`src/hdl/pat_pkg.sv`:
```
// shared types and constants of the pending ack tracker
package pat_pkg;

   localparam int SLOTS_DEF = 16;

   localparam logic [31:0] BROADCAST_NODE = 32'hFFFF_FFFF;

   // delivery status codes
   localparam logic [1:0] ST_SENT      = 2'd0;
   localparam logic [1:0] ST_DELIVERED = 2'd1;
   localparam logic [1:0] ST_FAILED    = 2'd2;

   // input operation codes
   localparam logic OP_NOTE = 1'b0;
   localparam logic OP_ACK  = 1'b1;

   typedef struct packed {
      logic        op;
      logic [31:0] packet_id;
      logic [31:0] dest_node;
      logic        thread_is_direct;
      logic [2:0]  thread_channel;
      logic [31:0] thread_peer;
      logic [31:0] ack_from;
      logic        ack_to_us;
      logic [7:0]  ack_error;
   } req_type;

   typedef struct packed {
      logic [31:0] status_packet_id;
      logic [1:0]  new_status;
      logic [7:0]  fail_code;
      logic        out_is_direct;
      logic [2:0]  out_channel;
      logic [31:0] out_peer;
   } rsp_type;

   // per-slot payload held beside the packet id
   typedef struct packed {
      logic [31:0] dest;
      logic        is_direct;
      logic [2:0]  channel;
      logic [31:0] peer;
   } slot_data_type;

   typedef struct packed {
      logic id_wr_en;
      logic data_wr_en;
      logic id_rd_en;
      logic data_rd_en;
   } ram_ctl_type;

endpackage

```
`src/hdl/pat_ram.sv`:
```
// generic single write port ram with registered read
module pat_ram #(
   parameter int WIDTH = 32,
   parameter int DEPTH = 16
) (
   input  logic                     clock,
   input  logic                     wr_en,
   input  logic [$clog2(DEPTH)-1:0] wr_addr,
   input  logic [WIDTH-1:0]         wr_data,
   input  logic                     rd_en,
   input  logic [$clog2(DEPTH)-1:0] rd_addr,
   output logic [WIDTH-1:0]         rd_data
);

   logic [WIDTH-1:0] mem_ff [DEPTH];
   logic [WIDTH-1:0] rd_data_ff;

   always_ff @(posedge clock) begin
      if (wr_en) begin
         mem_ff[wr_addr] <= wr_data;
      end
      if (rd_en) begin
         rd_data_ff <= mem_ff[rd_addr];
      end
   end

   assign rd_data = rd_data_ff;

endmodule

```
`src/hdl/pat_ctrl.sv`:
```
// sequencer: ring writes, linear id search, status decision and slot release
module pat_ctrl #(
   parameter int SLOTS = pat_pkg::SLOTS_DEF
) (
   input  logic                       clock,
   input  logic                       reset,
   input  logic                       req_valid,
   output logic                       req_stall,
   input  pat_pkg::req_type           req_word,
   output pat_pkg::ram_ctl_type       ram_ctl,
   output logic [$clog2(SLOTS)-1:0]   wr_addr,
   output logic [31:0]                id_wr_data,
   output pat_pkg::slot_data_type     data_wr_data,
   output logic [$clog2(SLOTS)-1:0]   id_rd_addr,
   input  logic [31:0]                id_rd_data,
   output logic [$clog2(SLOTS)-1:0]   data_rd_addr,
   input  pat_pkg::slot_data_type     data_rd_data,
   input  logic                       out_free,
   output logic                       emit,
   output pat_pkg::rsp_type           rsp_word
);

   localparam int IDX_W = $clog2(SLOTS);
   localparam int CNT_W = $clog2(SLOTS + 1);

   typedef enum logic [1:0] {
      S_IDLE,
      S_SCAN,
      S_FETCH,
      S_EMIT
   } state_type;

   state_type        state_ff, state_in;
   logic [31:0]      pid_ff, pid_in;
   logic [31:0]      from_ff, from_in;
   logic [7:0]       err_ff, err_in;
   logic [CNT_W-1:0] scan_ff, scan_in;
   logic             pend_ff, pend_in;
   logic [IDX_W-1:0] cmp_idx_ff, cmp_idx_in;
   logic [IDX_W-1:0] hit_ff, hit_in;
   logic [IDX_W-1:0] wptr_ff, wptr_in;
   logic [SLOTS-1:0] valid_ff, valid_in;

   logic       accept;
   logic       issue;
   logic       match;
   logic [1:0] status;

   assign req_stall = (state_ff != S_IDLE);
   assign accept    = req_valid && !req_stall;
   assign issue     = (scan_ff < CNT_W'(SLOTS));
   assign match     = pend_ff && valid_ff[cmp_idx_ff] && (id_rd_data == pid_ff);

   always_comb begin
      if (err_ff != 8'd0) begin
         status = pat_pkg::ST_FAILED;
      end else if ((data_rd_data.dest == pat_pkg::BROADCAST_NODE) ||
                   (data_rd_data.dest == from_ff)) begin
         status = pat_pkg::ST_DELIVERED;
      end else begin
         status = pat_pkg::ST_SENT;
      end
   end

   assign wr_addr                = wptr_ff;
   assign id_wr_data             = req_word.packet_id;
   assign data_wr_data.dest      = req_word.dest_node;
   assign data_wr_data.is_direct = req_word.thread_is_direct;
   assign data_wr_data.channel   = req_word.thread_channel;
   assign data_wr_data.peer      = req_word.thread_peer;
   assign id_rd_addr             = scan_ff[IDX_W-1:0];
   assign data_rd_addr           = hit_ff;

   assign rsp_word.status_packet_id = pid_ff;
   assign rsp_word.new_status       = status;
   assign rsp_word.fail_code        = err_ff;
   assign rsp_word.out_is_direct    = data_rd_data.is_direct;
   assign rsp_word.out_channel      = data_rd_data.channel;
   assign rsp_word.out_peer         = data_rd_data.peer;

   always_comb begin
      state_in   = state_ff;
      pid_in     = pid_ff;
      from_in    = from_ff;
      err_in     = err_ff;
      scan_in    = scan_ff;
      pend_in    = pend_ff;
      cmp_idx_in = cmp_idx_ff;
      hit_in     = hit_ff;
      wptr_in    = wptr_ff;
      valid_in   = valid_ff;
      ram_ctl    = '0;
      emit       = 1'b0;
      case (state_ff)
         S_IDLE: begin
            if (accept && (req_word.op == pat_pkg::OP_NOTE)) begin
               ram_ctl.id_wr_en   = 1'b1;
               ram_ctl.data_wr_en = 1'b1;
               valid_in[wptr_ff]  = 1'b1;
               wptr_in = (wptr_ff == IDX_W'(SLOTS - 1)) ? '0 : wptr_ff + IDX_W'(1);
            end else if (accept && req_word.ack_to_us && (req_word.packet_id != 32'd0)) begin
               pid_in   = req_word.packet_id;
               from_in  = req_word.ack_from;
               err_in   = req_word.ack_error;
               scan_in  = '0;
               pend_in  = 1'b0;
               state_in = S_SCAN;
            end
         end
         S_SCAN: begin
            // one read issued per cycle, compared the cycle after
            ram_ctl.id_rd_en = issue;
            pend_in          = issue;
            cmp_idx_in       = scan_ff[IDX_W-1:0];
            if (issue) begin
               scan_in = scan_ff + CNT_W'(1);
            end
            if (match) begin
               hit_in   = cmp_idx_ff;
               state_in = S_FETCH;
            end else if (!pend_ff && !issue) begin
               state_in = S_IDLE;
            end
         end
         S_FETCH: begin
            ram_ctl.data_rd_en = 1'b1;
            state_in           = S_EMIT;
         end
         S_EMIT: begin
            if (out_free) begin
               emit = 1'b1;
               if (status != pat_pkg::ST_SENT) begin
                  valid_in[hit_ff] = 1'b0;
               end
               state_in = S_IDLE;
            end
         end
         default: begin
            state_in = S_IDLE;
         end
      endcase
   end

   always_ff @(posedge clock) begin
      pid_ff     <= pid_in;
      from_ff    <= from_in;
      err_ff     <= err_in;
      cmp_idx_ff <= cmp_idx_in;
      hit_ff     <= hit_in;
      if (reset) begin
         state_ff <= S_IDLE;
         scan_ff  <= '0;
         pend_ff  <= 1'b0;
         wptr_ff  <= '0;
         valid_ff <= '0;
      end else begin
         state_ff <= state_in;
         scan_ff  <= scan_in;
         pend_ff  <= pend_in;
         wptr_ff  <= wptr_in;
         valid_ff <= valid_in;
      end
   end

`ifndef NO_ASSERTIONS
   a_note_marks_slot: assert property (@(posedge clock) disable iff (reset)
      (accept && (req_word.op == pat_pkg::OP_NOTE)) |=> valid_ff[$past(wptr_ff)])
      else $error("noted slot not marked live");

   a_final_status_frees: assert property (@(posedge clock) disable iff (reset)
      (emit && (status != pat_pkg::ST_SENT)) |=> !valid_ff[$past(hit_ff)])
      else $error("delivered or failed slot still live");

   a_sent_keeps_slot: assert property (@(posedge clock) disable iff (reset)
      (emit && (status == pat_pkg::ST_SENT)) |=> valid_ff[$past(hit_ff)])
      else $error("relayed slot released");

   a_match_only_scanning: assert property (@(posedge clock) disable iff (reset)
      (state_ff == S_FETCH) |-> $past(state_ff == S_SCAN))
      else $error("fetch entered without a search hit");
`endif

endmodule

```
`src/hdl/pending_ack_tracker_top.sv`:
```
// pending ack tracker: slot memories, sequencer and result register
//
// Channels: req_* carries one word per accepted item (valid high, stall low).
// op note stores packet id, destination and thread in the slot under the ring
// pointer and overwrites the oldest entry; op ack searches the slots for the
// request id and, on a hit, sends one rsp_* word with status and stored thread.
// Notes, acks not to us, id zero and misses give no response word.
// An ack to us with a nonzero id searches with one id memory read per slot,
// each compared in the cycle after its read; on a hit it then reads the slot
// data and loads the result register. The search ends at the lowest matching
// slot. The id memory port sets the pace of the search. req_stall is high
// while an ack is busy.
// The result register holds one word; the next item is taken while it waits.
// If rsp_stall holds the register full, a new hit waits until it drains.
// Reset (synchronous) frees all slots, zeroes the ring pointer and empties the
// result register; no clearing pass is needed.
module pending_ack_tracker_top #(
   parameter int SLOTS = pat_pkg::SLOTS_DEF
) (
   input  logic        clock,
   input  logic        reset,
   input  logic        req_valid,
   output logic        req_stall,
   input  logic        req_op,
   input  logic [31:0] req_packet_id,
   input  logic [31:0] req_dest_node,
   input  logic        req_thread_is_direct,
   input  logic [2:0]  req_thread_channel,
   input  logic [31:0] req_thread_peer,
   input  logic [31:0] req_ack_from,
   input  logic        req_ack_to_us,
   input  logic [7:0]  req_ack_error,
   output logic        rsp_valid,
   input  logic        rsp_stall,
   output logic [31:0] rsp_status_packet_id,
   output logic [1:0]  rsp_new_status,
   output logic [7:0]  rsp_fail_code,
   output logic        rsp_out_is_direct,
   output logic [2:0]  rsp_out_channel,
   output logic [31:0] rsp_out_peer
);

   localparam int IDX_W = $clog2(SLOTS);
   localparam int SD_W  = $bits(pat_pkg::slot_data_type);

   pat_pkg::req_type       req_word;
   pat_pkg::ram_ctl_type   ram_ctl;
   pat_pkg::rsp_type       ctrl_rsp;
   pat_pkg::rsp_type       rsp_word_ff, rsp_word_in;
   pat_pkg::slot_data_type data_wr_data;
   pat_pkg::slot_data_type data_rd_data;

   logic [IDX_W-1:0] wr_addr;
   logic [IDX_W-1:0] id_rd_addr;
   logic [IDX_W-1:0] data_rd_addr;
   logic [31:0]      id_wr_data;
   logic [31:0]      id_rd_data;
   logic [SD_W-1:0]  data_rd_bits;
   logic             emit;
   logic             out_free;
   logic             rsp_valid_ff, rsp_valid_in;

   assign req_word.op               = req_op;
   assign req_word.packet_id        = req_packet_id;
   assign req_word.dest_node        = req_dest_node;
   assign req_word.thread_is_direct = req_thread_is_direct;
   assign req_word.thread_channel   = req_thread_channel;
   assign req_word.thread_peer      = req_thread_peer;
   assign req_word.ack_from         = req_ack_from;
   assign req_word.ack_to_us        = req_ack_to_us;
   assign req_word.ack_error        = req_ack_error;

   pat_ram #(
      .WIDTH (32),
      .DEPTH (SLOTS)
   ) u_id_ram (
      .clock   (clock),
      .wr_en   (ram_ctl.id_wr_en),
      .wr_addr (wr_addr),
      .wr_data (id_wr_data),
      .rd_en   (ram_ctl.id_rd_en),
      .rd_addr (id_rd_addr),
      .rd_data (id_rd_data)
   );

   pat_ram #(
      .WIDTH (SD_W),
      .DEPTH (SLOTS)
   ) u_data_ram (
      .clock   (clock),
      .wr_en   (ram_ctl.data_wr_en),
      .wr_addr (wr_addr),
      .wr_data (data_wr_data),
      .rd_en   (ram_ctl.data_rd_en),
      .rd_addr (data_rd_addr),
      .rd_data (data_rd_bits)
   );

   assign data_rd_data = data_rd_bits;

   pat_ctrl #(
      .SLOTS (SLOTS)
   ) u_ctrl (
      .clock        (clock),
      .reset        (reset),
      .req_valid    (req_valid),
      .req_stall    (req_stall),
      .req_word     (req_word),
      .ram_ctl      (ram_ctl),
      .wr_addr      (wr_addr),
      .id_wr_data   (id_wr_data),
      .data_wr_data (data_wr_data),
      .id_rd_addr   (id_rd_addr),
      .id_rd_data   (id_rd_data),
      .data_rd_addr (data_rd_addr),
      .data_rd_data (data_rd_data),
      .out_free     (out_free),
      .emit         (emit),
      .rsp_word     (ctrl_rsp)
   );

   // result register, free when empty or draining this cycle
   assign out_free     = !rsp_valid_ff || !rsp_stall;
   assign rsp_valid_in = emit || (rsp_valid_ff && rsp_stall);
   assign rsp_word_in  = emit ? ctrl_rsp : rsp_word_ff;

   always_ff @(posedge clock) begin
      rsp_word_ff <= rsp_word_in;
      if (reset) begin
         rsp_valid_ff <= 1'b0;
      end else begin
         rsp_valid_ff <= rsp_valid_in;
      end
   end

   assign rsp_valid            = rsp_valid_ff;
   assign rsp_status_packet_id = rsp_word_ff.status_packet_id;
   assign rsp_new_status       = rsp_word_ff.new_status;
   assign rsp_fail_code        = rsp_word_ff.fail_code;
   assign rsp_out_is_direct    = rsp_word_ff.out_is_direct;
   assign rsp_out_channel      = rsp_word_ff.out_channel;
   assign rsp_out_peer         = rsp_word_ff.out_peer;

`ifndef NO_ASSERTIONS
   a_no_overwrite: assert property (@(posedge clock) disable iff (reset)
      emit |-> (!rsp_valid_ff || !rsp_stall))
      else $error("result loaded over a word not yet taken");

   a_emit_loads: assert property (@(posedge clock) disable iff (reset)
      emit |=> (rsp_valid_ff && (rsp_word_ff == $past(ctrl_rsp))))
      else $error("result register missed a word");
`endif

endmodule
```
`config.mk`:
```
export PLATFORM = sky130hd
export DESIGN_NAME = pending_ack_tracker_top
export DESIGN_NICKNAME = d
export VERILOG_FILES = /design/src/hdl/pat_pkg.sv /design/src/hdl/pat_ram.sv /design/src/hdl/pat_ctrl.sv /design/src/hdl/pending_ack_tracker_top.sv
export SDC_FILE = /design/constraint.sdc
export NUM_CORES = 2
export LEC_CHECK = 0
export BUFFER_PORTS_ARGS = -buffer_cell sky130_fd_sc_hd__buf_2
export CAP_MARGIN = 25
export CORE_MARGIN = 2
export CORE_UTILIZATION = 60
export CTS_BUF_LIST = sky130_fd_sc_hd__clkbuf_8
export DETAILED_ROUTE_END_ITERATION = 16
export GPL_ROUTABILITY_DRIVEN = 0
export PLACE_DENSITY = 0.86
export SLEW_MARGIN = 30
export SYNTH_ARGS = -nofsm -noshare
export SYNTH_HDL_FRONTEND = slang
export SYNTH_SLANG_ARGS = --single-unit
```
`constraint.sdc`:
```
create_clock -name clock -period 19.13 [get_ports clock]
set_clock_uncertainty 0.15 [all_clocks]
set_input_delay 3.826 -clock clock [delete_from_list [all_inputs] [get_ports clock]]
set_output_delay 3.826 -clock clock [all_outputs]
set_load 0.02 [all_outputs]
```
### Word-level counts from Yosys, hierarchy flattened

Memory sizes are Yosys's and may differ from the RTL's. A register that Yosys moved wholly into a read port is not among the register bits.
Index checks and enable logic that the tools add are counted.

| operators by class | value |
|---|---|
| bitwise operators | 5 |
| equal/unequal tests | 14 |
| reductions and logical operators | 32 |
| $add $sub $neg | 2 |
| mux-type cells | 36 |
| magnitude comparators | 6 |

Operator list:

| operator | count |
|---|---|
| $eq A32 B32 Y1 | 2 |
| $mux W16 | 3 |
| $eq A32 B32 Y1 const B | 1 |
| $pmux W16 S2 | 1 |
| $reduce_bool A32 Y1 | 1 |
| $and A16 B16 Y16 | 1 |
| $mux W2 | 8 |
| $not A16 Y16 | 1 |
| $or A16 B16 Y16 | 1 |
| $lt A4 B5 Y1 const B | 3 |
| $mux W5 | 3 |
| $mux W1 | 14 |
| $reduce_and A4 Y1 | 3 |
| $logic_and A1 B1 Y1 | 10 |
| $pmux W5 S2 | 1 |
| $demux W1 S4 | 2 |
| $ge A4 B1 Y1 const B | 2 |
| $ne A2 B1 Y1 const B | 4 |
| $pmux W2 S4 | 1 |
| $reduce_bool A2 Y1 | 4 |
| $reduce_bool A8 Y1 | 1 |
| $reduce_and A3 Y1 | 2 |
| $add A5 B1 Y5 const B | 1 |
| $logic_not A1 Y1 | 5 |
| other kinds (14) | 20 |

| word-level totals | value |
|---|---|
| register bits after elaboration | 187 |
| input bits | 146 |
| RAM bits | 1600 |
| word-level logic and storage cells | 114 |
| memories | 2 |

Memories:

| memory | words | bits a word | rd ports | clocked after memory_dff | wr ports | RTL line | RTL |
|---|---|---|---|---|---|---|---|
| u_data_ram.mem_ff | 16 | 68 | 1 | 1 | 1 | pat_ram.sv:15 | `logic [WIDTH-1:0] mem_ff [DEPTH];` |
| u_id_ram.mem_ff | 16 | 32 | 1 | 1 | 1 | pat_ram.sv:15 |  |

### Longest topological paths before layout

| logic depth | value |
|---|---|
| word-level depth | 9 |
| mapped depth | 7 |

### Cells and area by module

A second synthesis with hierarchy kept.

| second synthesis, totals | value |
|---|---|
| cell total of the unflattened synthesis | 3161 |
| area total of the unflattened synthesis | 71069.4 µm² |

Modules (own cells, without submodules):

| module | sequential area each (µm²) | cells each | times used | area an instance (µm²) |
|---|---|---|---|---|
| pat_ram (u_data_ram) | 34713.3 | 1750 | 1 | 42659.7 |
| pat_ram (u_id_ram) | 16335.7 | 838 | 1 | 20174.3 |
| pat_ctrl | 2962.8 | 491 | 1 | 5860.6 |
| pending_ack_tracker_top | 2362.3 | 82 | 1 | 2374.8 |

### Least setup slack after synthesis

OpenSTA, ideal clock, no wires.

| timing | value |
|---|---|
| kind | input-to-reg |
| start point | input req_valid |
| end point | memory u_data_ram.mem_ff[3][0] in the netlist's numbering, enable pin |
| buffers on the path | 1 |
| slack | 7017 ps |
| stages on the path | 5 |
| data arrival time | 11280 ps |
| path through | nor3b_1 > nor2b_1 > buf_2 > nand2_1 > nor3_1 |

| on the way | value |
|---|---|
| word-level cells in the longest chain between the ends | 6 |

RTL lines:

| item | RTL line | RTL |
|---|---|---|
| start: declaration | pending_ack_tracker_top.sv:22 | `input logic req_valid,` |
| $logic_and A1 B1 Y1 | pat_ctrl.sv:50 | `assign accept = req_valid && !req_stall;` |
| $logic_and A1 B1 Y1 | pat_ctrl.sv:96 | `if (accept && (req_word.op == pat_pkg::OP_NOTE)) begin` |
| $mux W2 | pat_ctrl.sv:96 |  |
| $mux W2 | pat_ctrl.sv:94 | `case (state_ff)` |
| $mux W1 | pat_ram.sv:19 | `if (wr_en) begin` |
| $mux W1 (not written as such) | pat_ram.sv:20 | `mem_ff[wr_addr] <= wr_data;` |
| end: declaration | pat_ram.sv:15 |  |

Every way passes these cells.

### Worst setup path after layout

| timing | value |
|---|---|
| start point | input req_valid |
| end point | register u_ctrl.valid_ff[4] |

| on the way | value |
|---|---|
| word-level cells in the longest chain between the ends | 4 |

RTL lines:

| item | RTL line | RTL |
|---|---|---|
| $logic_and A1 B1 Y1 | pat_ctrl.sv:50 |  |
| $logic_and A1 B1 Y1 | pat_ctrl.sv:96 |  |
| $ne A2 B1 Y1 (no source line) | - |  |
| $reduce_and A4 Y1 (no source line) | - |  |
| end signal: assignment | pat_ctrl.sv:161 | `valid_ff <= valid_in;` |
| end: declaration | pat_ctrl.sv:42 | `logic [SLOTS-1:0] valid_ff, valid_in;` |

Every way passes these cells.
A chain may end at the register's enable or synchronous reset.

==> results.toml <==
[clock_tree]
clk_pin_slew_ps = 70
cts_hold_buf = 0
cts_buffers = 300
cts_tree = "done"
clock_sinks = 1887
cts_resized = 0
htree_levels = 5
post-cts-setup-buffers = 0
clock_tree.root_cell = "clkbuf_8"
clk_latency_ps = 960
clk_path_buf_depth = 4

[routing]
drc = 0
drt_iter0_drc = 4322
vias = 32900
ant_nets = 0
wire_per_inst_um = 32.7
viasPerCell = 6.62
firstDrtPassIters = 8
drt_wl_total_um = 162000

[setup_path]
start_kind = "input port"
cp_cell_sequence = "buf_2, nor3b_1, nor2b_1, nand2_1, nor2_4, buf_4, buf_6, nor2_1, a211oi_1"
critPathTopFamily = "simple AND/OR/NAND/NOR gates"
worstSetupPathType = "input port to flop"
slowest_stage = "nor2b_1"
cp_max_fo = 62
worst-path-buf-inv = 3
crit_arrival_ps = 7830
cp-end-kind = "flop"
max_stage_delay_ps = 810
worst_ep_required_time_ps = 19800
r2r_slack_ps = 14400

[sta]
relSlewSlack = 0.360
setup-violations-final = 0
slew_violations = 0
fin_crit_sh = 0.374
finalCriticalPeriod_ps = 7150
fmax_ghz = 0.140
max_slew.worst_pin.slew_ps = 958
hold-worst-slack_ps = 256
final-hold-violation-count = 0
setup_tns_ps = 0
rsz0062_at_grt = "no"

[place]
hpwlAfterDp_um = 89900
port_buffers = 225
placed_cells = 4442

[global_route]
antenna_found_initial = 22
grt_max_degree = 120
gr-total-overflow = 0
grt_use_total = 0.273
grt_pass1_wl_um = 235000
grt_pass1_vias = 34900

[logic_synthesis]
synth_fp_nets = 2911
synthFlopType = "edfxtp_1"
yosysWarningCount = 0
synth_cells = 2760
synth_edf_count = 1858
syn_area_um2 = 69900
yosysUniqueCellTypes = 37
yosysSeqAreaShare = 0.806
syn_area_per_cell_um2 = 25.3
synthArstFlopShare = 0
yosys_register_bits = 1887

[power]
ir_worst_vdd_v = 0.0000744
power_density_nw_per_um2 = 100
power_uw = 7870
clkPwrFrac = 0.398
power.internal_uw = 6220
seqPwrFrac = 0.582
p_sw_frac = 0.209
p_comb_frac = 0.020
p_leak_uw = 0.0249
switchingPower_uw = 1640

[min_path]
worst_hold_path_type = "flop to flop"

[floorplan]
fp.dieH_um = 345
fp-row-count = 125
io_pins = 226
dieWidth_um = 345
core_area_um2 = 116000
die-area_um2 = 119000
initial_core_util = 0.603

[final_layout]
fill_cells = 6371
layout_common_cells = "edfxtp_1 (1,858), mux4_2 (501), clkbuf_8 (309), buf_2 (225), inv_1 (91)"
fin_cells = 4970
drive_gt1_frac = 0.341
utilization = 0.678
final_common_cell = "edfxtp_1"
nNetsFinal = 3373
syn_to_final_growth_pct = 12.5

[outcome]
status = "finished, final reports clean"

[run]
maxCapViolCount = 0
==> synthesized netlist by cell type, types with 2 or more instances <==
cell / count / area (um2)
mux4_2: 501 / 11300
nor3_1: 9 / 45.0
buf_1: 10 / 37.5
nor4_2: 2 / 25.0
o211a_1: 2 / 20.0
mux4_1: 3 / 78.8
or4b_1: 2 / 20.0
a21oi_1: 8 / 40.0
or2_2: 3 / 18.8
mux2i_1: 3 / 30.0
edfxtp_1: 1858 / 55800
buf_2: 42 / 210
a211oi_1: 12 / 90.1
nor3b_1: 3 / 22.5
nand4_1: 18 / 113
xor2_1: 56 / 490
nor4_1: 25 / 156
nor2b_1: 4 / 25.0
nor2_1: 41 / 154
ha_1: 5 / 62.6
a311oi_1: 4 / 35.0
o21ai_0: 4 / 20.0
clkbuf_1: 69 / 259
nand2b_1: 4 / 25.0
and2_1: 2 / 12.5
inv_1: 5 / 18.8
dfxtp_1: 29 / 581
xnor2_1: 11 / 96.3
nand2_1: 16 / 60.1
mux2_2: 2 / 22.5
==> power groups by stage <==
stage / Combinational [uW] / Clock (uW) / Sequential (uW)
after global placement: 142 / 0 / 4660
after floorplan: 64.9 / 0 / 4670
final: 159 / 3130 / 4580
after detailed placement: 158 / 0 / 4670
after global routing: 169 / 3350 / 4580
after CTS: 158 / 3160 / 4580
==> worst paths after layout <==
kind,cells past startpoint,to,from
setup / recovery,9,u_ctrl.valid_ff[4],req_valid
hold / removal,0,rsp_out_peer[23],u_data_ram.rd_data[23]
setup reg to reg,8,u_ctrl.valid_ff[4],u_ctrl.state_ff[0]
hold reg to reg,0,rsp_out_peer[23],u_data_ram.rd_data[23]
==> flip-flops by register name, summed over array words and instances, names as in the netlist, 32 cells and up, named ones only <==
name                  flops
u_data_ram.rd_data       68
u_data_ram.mem_ff      1088
u_id_ram.rd_data         32
rsp_out_peer             32
u_ctrl.from_ff           32
rsp_status_packet_id     32
u_id_ram.mem_ff         512
u_ctrl.pid_ff            32
==> per-stage QoR <==
step,area (um2),worst slack [ps]
6_report,78600,11980
5_1_grt,78600,11750
4_1_cts,78500,12080
3_5_place_dp,73200,11220
3_3_place_gp,73000,11160
2_1_floorplan,69900,7020
==> cell type report <==
cell class / instances / area (um2) / area share
Antenna cell: 11 / 27.5 / 0.000350
Clock buffer: 309 / 4250 / 0.0541
Clock inverter: 206 / 1070 / 0.0136
Inverter: 5 / 18.8 / 0.000239
Multi-Input combinational cell: 747 / 13200 / 0.167
Sequential cell: 1887 / 56400 / 0.717
Tap cell: 1524 / 1910 / 0.0243
Timing Repair Buffer: 281 / 1800 / 0.0229
==> kinds of logic (layout without fill, tap and decap cells) <==
family                   after synthesis  count (layout)  share of synthesized area
XOR/XNOR                              68              68                    0.00863
buffers and inverters                126             801                    0.00752
other                                  0              11                          0
adder cells (fa/ha/maj)                5               5                   0.000895
flip-flops                          1887            1887                      0.806
AO/OA/AOI/OAI                         33              33                    0.00329
multiplexers                         509             509                      0.163
AND/OR/NAND/NOR                      132             132                    0.00995
==> metal layers <==
layer  routed length, um  track usage
met5                  87            0
met4                5950        0.107
met3               16900       0.0643
met2               83800        0.455
met1               55600        0.354
(Power assumes the default switching activity.)
